$ cat src/rtl/mexp_pkg.sv
// Shared types for the modular exponentiation block: controller states,
// command and status bundles between controller and datapath.
// No dependencies.
package mexp_pkg;

   // base field width is fixed by the item format
   localparam int BASE_WIDTH = 63;

   typedef enum logic [3:0] {
      ST_IDLE,
      ST_DECIDE,
      ST_BASE_GO,
      ST_BASE_WAIT,
      ST_CHECK,
      ST_ACC_MUL,
      ST_ACC_GO,
      ST_ACC_WAIT,
      ST_SQ_MUL,
      ST_SQ_GO,
      ST_SQ_WAIT,
      ST_FINISH
   } state_type;

   typedef enum logic {
      MUL_ACC,   // acc * b
      MUL_SQR    // b * b
   } mul_sel_type;

   typedef enum logic {
      RED_BASE,  // reduce the raw input base
      RED_PROD   // reduce the registered product
   } red_sel_type;

   typedef struct packed {
      logic        load_ops;
      logic        red_start;
      red_sel_type red_sel;
      logic        mul_start;
      mul_sel_type mul_sel;
      logic        acc_we;
      logic        b_we;
      logic        exp_shift;
      logic        finish;
   } cmd_type;

   typedef struct packed {
      logic red_done;
      logic mod_zero;
      logic exp_zero;
      logic exp_lsb;
      logic exp_rest_zero;
   } status_type;

endpackage

$ cat src/rtl/modular_exponentiation.sv
// Top level of the modular exponentiation block: controller plus datapath.
// Depends on mexp_pkg, mexp_ctrl, mexp_datapath (and mexp_reduce below it).
//
// Computes req_base ** req_exponent mod req_modulus by right-to-left
// square-and-multiply. An item is taken when start is high and busy is low;
// busy stays high until the result is produced, and the result appears on
// rsp_power_result for exactly one cycle with rsp_valid high. The receiver
// cannot stall, so it must capture the result in that cycle. A zero modulus
// returns 0; a zero exponent returns 1 (also for a modulus of 1). Every
// multiply goes through one registered MOD_WIDTH x MOD_WIDTH multiplier
// followed by a shared bit-serial remainder unit that retires one dividend
// bit per cycle; that unit sets the rate. With D = max(63, 2*MOD_WIDTH)
// dividend bits, each multiply-and-reduce step and the base reduction
// shift all D bits through that unit. Each exponent bit up to the highest
// set bit costs a pass through the check state plus a squaring step, each
// set bit adds a multiply step, and the squaring after the top bit is
// skipped. The zero-modulus and zero-exponent cases go from the decide
// state straight to the finish state. One item is in flight at a time.
module modular_exponentiation #(
   parameter int MOD_WIDTH = 32,
   parameter int EXP_WIDTH = 63
) (
   input  logic                            clock,
   input  logic                            reset,
   input  logic                            start,
   output logic                            busy,
   input  logic [mexp_pkg::BASE_WIDTH-1:0] req_base,
   input  logic [EXP_WIDTH-1:0]            req_exponent,
   input  logic [MOD_WIDTH-1:0]            req_modulus,
   output logic                            rsp_valid,
   output logic [MOD_WIDTH-1:0]            rsp_power_result
);

   mexp_pkg::cmd_type    cmd;
   mexp_pkg::status_type status;

   // sequencing: decide special cases, reduce base, then per exponent bit
   // an optional acc*b step and, below the top set bit, a b*b step
   mexp_ctrl u_ctrl (
      .clock  (clock),
      .reset  (reset),
      .start  (start),
      .status (status),
      .cmd    (cmd),
      .busy   (busy)
   );

   mexp_datapath #(
      .MOD_WIDTH (MOD_WIDTH),
      .EXP_WIDTH (EXP_WIDTH)
   ) u_datapath (
      .clock            (clock),
      .reset            (reset),
      .cmd              (cmd),
      .status           (status),
      .req_base         (req_base),
      .req_exponent     (req_exponent),
      .req_modulus      (req_modulus),
      .rsp_valid        (rsp_valid),
      .rsp_power_result (rsp_power_result)
   );

endmodule

$ cat src/rtl/mexp_reduce.sv
// Bit-serial remainder unit: operand mod modulus, one dividend bit per cycle.
// Depends on nothing; instantiated by mexp_datapath.
module mexp_reduce #(
   parameter int MOD_WIDTH = 32,
   parameter int DIV_WIDTH = 64
) (
   input  logic                 clock,
   input  logic                 reset,
   input  logic                 start,
   input  logic [DIV_WIDTH-1:0] operand,
   input  logic [MOD_WIDTH-1:0] modulus,
   output logic [MOD_WIDTH-1:0] remainder,
   output logic                 done
);

   localparam int CNT_WIDTH = $clog2(DIV_WIDTH + 1);

   logic [DIV_WIDTH-1:0] div_ff;
   logic [MOD_WIDTH-1:0] rem_ff, rem_in;
   logic [CNT_WIDTH-1:0] cnt_ff, cnt_in;
   logic                 done_ff, done_in;
   logic                 run;
   logic [MOD_WIDTH:0]   trial;

   assign run = (cnt_ff != '0);

   // shift in next dividend bit, subtract modulus when it fits
   always_comb begin
      trial = {rem_ff, div_ff[DIV_WIDTH-1]};
      if (trial >= {1'b0, modulus}) begin
         trial = trial - {1'b0, modulus};
      end
      rem_in = trial[MOD_WIDTH-1:0];
   end

   always_comb begin
      if (start) begin
         cnt_in = CNT_WIDTH'(DIV_WIDTH);
      end else if (run) begin
         cnt_in = cnt_ff - CNT_WIDTH'(1);
      end else begin
         cnt_in = cnt_ff;
      end
      done_in = run && (cnt_ff == CNT_WIDTH'(1));
   end

   always_ff @(posedge clock) begin
      if (reset) begin
         cnt_ff  <= '0;
         done_ff <= 1'b0;
      end else begin
         cnt_ff  <= cnt_in;
         done_ff <= done_in;
      end
   end

   always_ff @(posedge clock) begin
      if (start) begin
         div_ff <= operand;
         rem_ff <= '0;
      end else if (run) begin
         div_ff <= div_ff << 1;
         rem_ff <= rem_in;
      end
   end

   assign remainder = rem_ff;
   assign done      = done_ff;

endmodule

$ cat src/rtl/mexp_datapath.sv
// Datapath: operand registers, one multiplier, the serial reducer and the
// result register. Depends on mexp_pkg and mexp_reduce.
module mexp_datapath #(
   parameter int MOD_WIDTH = 32,
   parameter int EXP_WIDTH = 63
) (
   input  logic                             clock,
   input  logic                             reset,
   input  mexp_pkg::cmd_type                cmd,
   output mexp_pkg::status_type             status,
   input  logic [mexp_pkg::BASE_WIDTH-1:0]  req_base,
   input  logic [EXP_WIDTH-1:0]             req_exponent,
   input  logic [MOD_WIDTH-1:0]             req_modulus,
   output logic                             rsp_valid,
   output logic [MOD_WIDTH-1:0]             rsp_power_result
);

   localparam int PROD_WIDTH = 2 * MOD_WIDTH;
   localparam int DIV_WIDTH  = (mexp_pkg::BASE_WIDTH > PROD_WIDTH) ?
                               mexp_pkg::BASE_WIDTH : PROD_WIDTH;

   logic [mexp_pkg::BASE_WIDTH-1:0] base_ff;
   logic [EXP_WIDTH-1:0]            exp_ff;
   logic [MOD_WIDTH-1:0]            mod_ff;
   logic [MOD_WIDTH-1:0]            acc_ff;
   logic [MOD_WIDTH-1:0]            b_ff;
   logic [PROD_WIDTH-1:0]           prod_ff;
   logic [MOD_WIDTH-1:0]            result_ff;
   logic                            valid_ff;

   logic [MOD_WIDTH-1:0]            mul_a;
   logic [DIV_WIDTH-1:0]            red_operand;
   logic [MOD_WIDTH-1:0]            red_rem;
   logic                            red_done;

   assign mul_a = (cmd.mul_sel == mexp_pkg::MUL_ACC) ? acc_ff : b_ff;
   assign red_operand = (cmd.red_sel == mexp_pkg::RED_BASE) ?
                        DIV_WIDTH'(base_ff) : DIV_WIDTH'(prod_ff);

   mexp_reduce #(
      .MOD_WIDTH (MOD_WIDTH),
      .DIV_WIDTH (DIV_WIDTH)
   ) u_reduce (
      .clock     (clock),
      .reset     (reset),
      .start     (cmd.red_start),
      .operand   (red_operand),
      .modulus   (mod_ff),
      .remainder (red_rem),
      .done      (red_done)
   );

   always_ff @(posedge clock) begin
      if (cmd.load_ops) begin
         base_ff <= req_base;
         mod_ff  <= req_modulus;
      end
      if (cmd.load_ops) begin
         exp_ff <= req_exponent;
      end else if (cmd.exp_shift) begin
         exp_ff <= exp_ff >> 1;
      end
      if (cmd.load_ops) begin
         acc_ff <= MOD_WIDTH'(1);
      end else if (cmd.acc_we) begin
         acc_ff <= red_rem;
      end
      if (cmd.b_we) begin
         b_ff <= red_rem;
      end
      if (cmd.mul_start) begin
         prod_ff <= PROD_WIDTH'(mul_a) * PROD_WIDTH'(b_ff);
      end
      // acc is still 1 on the exponent-zero path
      if (cmd.finish) begin
         result_ff <= (mod_ff == '0) ? '0 : acc_ff;
      end
   end

   always_ff @(posedge clock) begin
      if (reset) begin
         valid_ff <= 1'b0;
      end else begin
         valid_ff <= cmd.finish;
      end
   end

   always_comb begin
      status.red_done      = red_done;
      status.mod_zero      = (mod_ff == '0);
      status.exp_zero      = (exp_ff == '0);
      status.exp_lsb       = exp_ff[0];
      status.exp_rest_zero = ((exp_ff >> 1) == '0);
   end

   assign rsp_valid        = valid_ff;
   assign rsp_power_result = result_ff;

endmodule

$ cat src/rtl/mexp_ctrl.sv
// Controller FSM sequencing base reduction and square-and-multiply steps.
// Depends on mexp_pkg.
module mexp_ctrl (
   input  logic                 clock,
   input  logic                 reset,
   input  logic                 start,
   input  mexp_pkg::status_type status,
   output mexp_pkg::cmd_type    cmd,
   output logic                 busy
);

   mexp_pkg::state_type state_ff, state_in;

   always_ff @(posedge clock) begin
      if (reset) begin
         state_ff <= mexp_pkg::ST_IDLE;
      end else begin
         state_ff <= state_in;
      end
   end

   always_comb begin
      state_in = state_ff;
      unique case (state_ff)
         mexp_pkg::ST_IDLE: begin
            if (start) state_in = mexp_pkg::ST_DECIDE;
         end
         mexp_pkg::ST_DECIDE: begin
            if (status.mod_zero || status.exp_zero) begin
               state_in = mexp_pkg::ST_FINISH;
            end else begin
               state_in = mexp_pkg::ST_BASE_GO;
            end
         end
         mexp_pkg::ST_BASE_GO:   state_in = mexp_pkg::ST_BASE_WAIT;
         mexp_pkg::ST_BASE_WAIT: begin
            if (status.red_done) state_in = mexp_pkg::ST_CHECK;
         end
         mexp_pkg::ST_CHECK: begin
            if (status.exp_lsb) begin
               state_in = mexp_pkg::ST_ACC_MUL;
            end else begin
               state_in = mexp_pkg::ST_SQ_MUL;
            end
         end
         mexp_pkg::ST_ACC_MUL: state_in = mexp_pkg::ST_ACC_GO;
         mexp_pkg::ST_ACC_GO:  state_in = mexp_pkg::ST_ACC_WAIT;
         mexp_pkg::ST_ACC_WAIT: begin
            if (status.red_done) begin
               state_in = status.exp_rest_zero ? mexp_pkg::ST_FINISH
                                               : mexp_pkg::ST_SQ_MUL;
            end
         end
         mexp_pkg::ST_SQ_MUL: state_in = mexp_pkg::ST_SQ_GO;
         mexp_pkg::ST_SQ_GO:  state_in = mexp_pkg::ST_SQ_WAIT;
         mexp_pkg::ST_SQ_WAIT: begin
            if (status.red_done) begin
               state_in = status.exp_rest_zero ? mexp_pkg::ST_FINISH
                                               : mexp_pkg::ST_CHECK;
            end
         end
         mexp_pkg::ST_FINISH: state_in = mexp_pkg::ST_IDLE;
         default:             state_in = mexp_pkg::ST_IDLE;
      endcase
   end

   always_comb begin
      cmd       = '0;
      cmd.red_sel = mexp_pkg::RED_PROD;
      cmd.mul_sel = mexp_pkg::MUL_SQR;
      busy      = (state_ff != mexp_pkg::ST_IDLE);
      unique case (state_ff)
         mexp_pkg::ST_IDLE:      cmd.load_ops = start;
         mexp_pkg::ST_BASE_GO: begin
            cmd.red_start = 1'b1;
            cmd.red_sel   = mexp_pkg::RED_BASE;
         end
         mexp_pkg::ST_BASE_WAIT: cmd.b_we = status.red_done;
         mexp_pkg::ST_ACC_MUL: begin
            cmd.mul_start = 1'b1;
            cmd.mul_sel   = mexp_pkg::MUL_ACC;
         end
         mexp_pkg::ST_ACC_GO:    cmd.red_start = 1'b1;
         mexp_pkg::ST_ACC_WAIT:  cmd.acc_we = status.red_done;
         mexp_pkg::ST_SQ_MUL:    cmd.mul_start = 1'b1;
         mexp_pkg::ST_SQ_GO:     cmd.red_start = 1'b1;
         mexp_pkg::ST_SQ_WAIT: begin
            cmd.b_we      = status.red_done;
            cmd.exp_shift = status.red_done;
         end
         mexp_pkg::ST_FINISH:    cmd.finish = 1'b1;
         default: begin
         end
      endcase
   end

endmodule

$ cat config.mk
export PLATFORM = sky130hd
export DESIGN_NAME = modular_exponentiation
export DESIGN_NICKNAME = d
export VERILOG_FILES = /design/src/rtl/mexp_pkg.sv /design/src/rtl/modular_exponentiation.sv /design/src/rtl/mexp_reduce.sv /design/src/rtl/mexp_datapath.sv /design/src/rtl/mexp_ctrl.sv
export SDC_FILE = /design/constraint.sdc
export NUM_CORES = 2
export LEC_CHECK = 0
export ABC_CLOCK_PERIOD_IN_PS = 21700
export BUFFER_PORTS_ARGS = -buffer_cell sky130_fd_sc_hd__buf_2
export CAP_MARGIN = 20
export CORE_MARGIN = 1.5
export CORE_UTILIZATION = 50
export CTS_CLUSTER_SIZE = 8
export DETAILED_ROUTE_END_ITERATION = 10
export PLACE_DENSITY = 0.7
export SLEW_MARGIN = 5
export SYNTH_ARGS = -nofsm -noshare
export SYNTH_HDL_FRONTEND = slang
export SYNTH_HIERARCHICAL = 1
export SYNTH_SLANG_ARGS = --single-unit
$ cat constraint.sdc
create_clock -name clock -period 21.7 [get_ports clock]
set_clock_uncertainty 0.1 [all_clocks]
set_input_delay 1.085 -clock clock [delete_from_list [all_inputs] [get_ports clock]]
set_output_delay 1.085 -clock clock [all_outputs]
set_load 0.005 [all_outputs]
# Word-level counts from Yosys, hierarchy flattened
# Index checks and enable logic that the tools add are counted.
classes:
  muxes: 25
  multipliers: 1
  eq_ne: 16
  n_addsub: 2
  magnitude_cmp: 1
  n_reduce_logical: 15
op_table:
  columns: ["operator", "count"]
  rows:
  - ["64-bit 2-to-1 mux", 3]
  - ["63-bit logical NOT", 2]
  - ["63-bit 2-to-1 mux", 2]
  - ["32-bit by 32-bit multiplier with 64-bit output", 1]
  - ["32-bit 2-to-1 mux", 2]
  - ["4-bit case mux with 11 select lines", 1]
  - ["33-bit by 32-bit >= comparator with 1-bit output", 1]
  - ["32-bit logical NOT", 1]
  - ["32-bit subtractor", 1]
  - ["4-bit 2-to-1 mux", 7]
  - ["4-bit by 3-bit == test with 1-bit output, second input constant", 4]
  - ["4-bit == test, second input constant", 4]
  - ["7-bit 2-to-1 mux", 2]
  - ["4-bit by 2-bit == test with 1-bit output, second input constant", 2]
  - ["7-bit by 1-bit == test with 1-bit output, second input constant", 1]
  - ["1-bit 2-to-1 mux", 7]
  - ["7-bit nonzero test", 1]
  - ["7-bit by 1-bit subtractor with 7-bit output, second input constant", 1]
  - ["2-bit by 1-bit inequality test with 1-bit output, second input constant", 3]
  - ["2-bit OR reduction", 3]
  - ["4-bit by 1-bit == test with 1-bit output, second input constant", 1]
  - ["4-bit logical NOT", 1]
  - ["4-bit AND reduction", 1]
  - ["2-bit nonzero test", 2]
  - ["other kinds (6)", 6]
word_totals:
  out_inout_bits: 34
  ff_bits: 427
  input_bits: 161

# Logic depth before layout (Yosys ltp)
logic_depth:
  depth_word: 4
  mapped_depth: 34
  ltp_nobuf: 30

# Modules after synthesis
# The synthesis kept the hierarchy.
by_module_without_submodules:
  columns: ["module", "cells_each", "n_inst", "seq_area_each_um2", "area_each_um2"]
  rows:
  - ["mexp_datapath", 4363, 1, 9248.9, 45554.9]
  - ["mexp_reduce", 631, 1, 2722.6, 6372.4]
  - ["mexp_ctrl", 73, 1, 80.1, 521.8]

# Worst setup path after synthesis
# No wires, ideal clock.
synth_path:
  path_kind: "register -> register"
  start: "register u_ctrl.state_ff[3]"
  end: "register u_datapath.prod_ff[60], data pin"
  n_path_buf: 4
  t_required_ns: 21.330
  period_less_slack_ns: 8.658
  path_slack_ns: 13.042
  stages_incl_launch_ff: 31
  setup_ns: 0.270
  arrival_time_ns: 8.287
  cell_sequence: "dfxtp_1 -> and2b_4 -> nand3_1 -> clkbuf_1 -> clkbuf_1 -> mux2_2 -> clkbuf_1 -> and2_1 -> fa_1 -> inv_1 -> fa_1 -> fa_1 -> fa_1 -> inv_1 -> fa_1 -> inv_1 -> fa_1 -> inv_1 -> fa_1 -> fa_1 -> ha_1 -> buf_2 -> and4_1 -> and2_4 -> a32o_1 -> a21oi_2 -> a2111oi_2 -> o41a_4 -> a31oi_4 -> a2111o_1 -> o211ai_2"
synth_via:
  elab_chain_len: 3
synth_lines:
  columns: ["element", "line", "text"]
  rows:
  - ["from (decl)", "mexp_ctrl.sv:12", "mexp_pkg::state_type state_ff, state_in;"]
  - ["from (signal assigned)", "mexp_ctrl.sv:16", "state_ff <= mexp_pkg::ST_IDLE;"]
  - ["from (signal assigned)", "mexp_ctrl.sv:18", "state_ff <= state_in;"]
  - ["4-bit by 3-bit == test with 1-bit output", "mexp_ctrl.sv:72", "unique case (state_ff)"]
  - ["32-bit 2-to-1 mux", "mexp_datapath.sv:36", "assign mul_a = (cmd.mul_sel == mexp_pkg::MUL_ACC) ? acc_ff : b_ff;"]
  - ["32-bit by 32-bit multiplier with 64-bit output", "mexp_datapath.sv:72", "prod_ff <= PROD_WIDTH'(mul_a) * PROD_WIDTH'(b_ff);"]
  - ["to (signal assigned)", "mexp_datapath.sv:72", null]
  - ["to (decl)", "mexp_datapath.sv:27", "logic [PROD_WIDTH-1:0] prod_ff;"]
# Every way passes these cells.
# A chain may end at the register's enable or synchronous reset.

# Final worst setup path
layout_path:
  start: "register u_ctrl.state_ff[1]"
  end: "register u_datapath.prod_ff[30], data pin"
# Same word-level chain as after synthesis.

==> results.toml <==
[synth]
synth_nets = 6422
netlist_instances = 5067
synth_cell_types = 89
synth_edf_count = 350
yosysSeqAreaShare = 0.230
mappedNetlistArea_um2 = 52400
yosys.area.top_type_share = 0.342
ys_top_cells_by_area = "fa_1 (34%), edfxtp_1 (20%), ha_1 (7.1%)"
ys.flop_type = "edfxtp_1"
yosys_warnings = 6
postSynth.asyncResetShare = 0
synth_top_cell_by_area = "fa_1"
syn_area_per_cell_um2 = 10.4
synth_seq_cells = 427

[sta]
final.setup.tns_ps = 0
min_period_ps = 10540
hold_violations = 0
fmax_mhz = 94.9
slew_viol_final = 0
tightest_slew_ps = 1130
fin_crit_sh = 0.486
rsz0062_at_grt = "false"
hold_ws_ps = 440
relSlewSlack = 0.249
setup_violations = 0

[critical_path]
critPathMaxStageDelay_ps = 810
start_kind = "register"
cp_slowest_cell = "dfxtp_1"
r2r_cells = 27
crit_top_cell = "fa_1"
crit-reg2reg-launch = "u_ctrl/state_ff[1]"
cp.arrival_ps = 10820
timing.rr.end = "u_datapath/prod_ff[30]"
worstPathMaxFanout = 64
required_ps = 21980
path_class = "register to register"
crit_family = "adder cells"
r2r_slack_ps = 11160
end_kind = "register"
critPathBufInv = 6

[clock_network]
cts_resized = 0
tritoncts = "done"
post-cts-setup-buffer-count = 0
cts_inserted_buffers = 60
worstSkewPairLatency_ps = 700
clockRootBuffer = "clkbuf_16"
clk_transition_reported_paths_ps = 50
htree_levels = 2
hold_buffers = 0
cts_sinks = 427
clock_path_buffers = 3

[detailed_routing]
initialDrtViolationCount = 2503
drt.antenna.violating_nets = 0
first_pass_iters = 6
route.vias.total = 36000
wire_per_inst_um = 21.3
via_per_inst = 5.53
post-route-drc-count = 0
drt-total-wl_um = 139000

[global_routing]
grt_usage = 0.269
grt_max_degree = 77
grt_pass1_vias = 39000
gr-total-overflow = 0
grt_pass1_wl_um = 221000
antenna_found_initial = 5

[min_path]
hold_path_end = "u_datapath/u_reduce/div_ff[19]"
min_from = "u_datapath/u_reduce/div_ff[18]"
hold_path_class = "register to register"
whs_path_depth = 1

[final_layout]
final_cell_mix = "inv_1 (910), fa_1 (897), and2_1 (588)"
area_growth_pct = 7.29
final_nets = 6449
drive_above_1_share = 0.117
mostFrequentLayoutCell = "inv_1"

[floorplan]
start_util = 0.505
coreArea_um2 = 104000
die_w_um = 327
rows = 118
fp.dieH_um = 327
ios = 195
die_area_um2 = 107000

[placed_design]
dpl.hpwl_um = 104000
portBuffers = 194
place.gp.congestion = 0.952

[power_and_ir_drop]
p_leak_nw = 25.6
ir_drop_mv = 0.189
powerDensity_nw_per_um2 = 133

[run_status]
outcome = "complete, no violations"

[flow_run]
drv_cap = 0
==> area by class of cell <==
| type | count | area, um^2 |
|---|---|---|
| Antenna cell | 3 | 7.51 |
| Inverter | 912 | 3420 |
| Multi-Input combinational cell | 3440 | 35900 |
| Clock buffer | 92 | 1640 |
| Fill cell | 9125 | 47500 |
| Tap cell | 1380 | 1730 |
| Sequential cell | 427 | 12100 |
| Timing Repair Buffer | 253 | 1430 |
| Clock inverter | 5 | 125 |
==> registers in the layout (all words and copies together) (netlist names) <==
name and count:
u_datapath/prod_ff 64, u_datapath/u_reduce/remainder 32, u_datapath/acc_ff 32, u_datapath/exp_ff 63, u_datapath/base_ff 63, u_datapath/rsp_power_result 32, u_datapath/u_reduce/div_ff 64, u_datapath/b_ff 32
u_datapath/mod_ff 32, u_datapath/u_reduce/done 1, u_ctrl/state_ff 4, u_datapath/rsp_valid 1, u_datapath/u_reduce/cnt_ff 7
==> routing by layer <==
layer | track usage | wire [um] | up-vias
li1 | - | - | 15900
met4 | 0.117 | 6620 | 8
met2 | 0.436 | 64600 | 1420
met1 | 0.354 | 57100 | 18400
met3 | 0.0502 | 10500 | 319
met5 | 0 | 43 | -
==> where the power goes <==
part / total, mW / internal, mW / switching, mW
registers: 1.50 / 1.36 / 0.140
clock network: 0.890 / 0.526 / 0.364
logic: 5.09 / 1.94 / 3.15
total: 7.48 / 3.83 / 3.66
==> metrics by stage <==
stage / std cells / setup WS (ps) / cell area [um^2] / util / power [mW]
floorplan: 5067 / 13040 / 52400 / - / 5.07
global placement: 6411 / 11360 / 54500 / 0.525 / 6.50
detailed placement: 6411 / 11300 / 54500 / 0.525 / 6.51
CTS: 6508 / 11270 / 56200 / 0.542 / 7.46
global route: 6510 / 10780 / 56300 / 0.542 / 8.05
finish: 6512 / 11160 / 56300 / 0.542 / 7.48
==> synthesized netlist by cell type, types with 4 or more instances <==
cell type	count
o21a_1	32
xnor2_1	60
buf_6	7
a21boi_0	5
buf_1	8
fa_1	897
ha_1	297
nor2_1	140
nand4_1	36
a41oi_1	6
edfxtp_1	350
nand2_1	538
nor2b_1	45
a31oi_1	20
buf_4	5
nand2b_1	10
o211ai_1	7
o22ai_1	10
buf_2	17
a211oi_1	8
o21ai_0	64
a21o_1	48
a311oi_1	13
a21oi_1	124
dfxtp_1	77
a311oi_2	10
or3_1	6
a211o_1	4
mux2i_1	34
xor2_1	32
mux2_2	220
and3_1	12
o21ai_1	4
clkbuf_1	249
a21oi_2	6
o31ai_1	4
nand3_1	24
and2_1	589
inv_1	910
nor4_1	27
or2_2	5
nor3_1	19
o21bai_1	23
==> cell families after synthesis <==
family          count (synthesis)  synth area share
buf+inv                      1200            0.0877
simple gates                 1473             0.143
fa+ha+maj                    1194             0.413
flops                         427             0.230
compound gates                427            0.0569
xor+xnor                       92            0.0154
mux                           254            0.0537
==> worst max-delay path by stage <==
stage,start,end,slack [ps],cells after the start
3_3_place_gp,u_ctrl/state_ff[1],u_datapath/prod_ff[30],11360,27
6_report,u_ctrl/state_ff[1],u_datapath/prod_ff[30],11160,27
3_5_place_dp,u_ctrl/state_ff[1],u_datapath/prod_ff[30],11300,27
2_1_floorplan,u_ctrl/state_ff[3],u_datapath/prod_ff[60],13040,30
5_1_grt,u_ctrl/state_ff[1],u_datapath/prod_ff[30],10780,27
4_1_cts,u_ctrl/state_ff[1],u_datapath/prod_ff[30],11270,27
==> worst reg2reg max path: cells and delay by family, from the launching register on <==
family                     cells  cell delay [ps]
buffers and inverters          6             1050
DFF                            1              810
muxes                          1              720
and+or+nand+nor                5             1020
adders and majority gates      9             4390
xor gates and xnor gates       1              110
AOI/OAI and AO/OA              5             2010
Note: power is estimated with default switching activity, not from simulation.
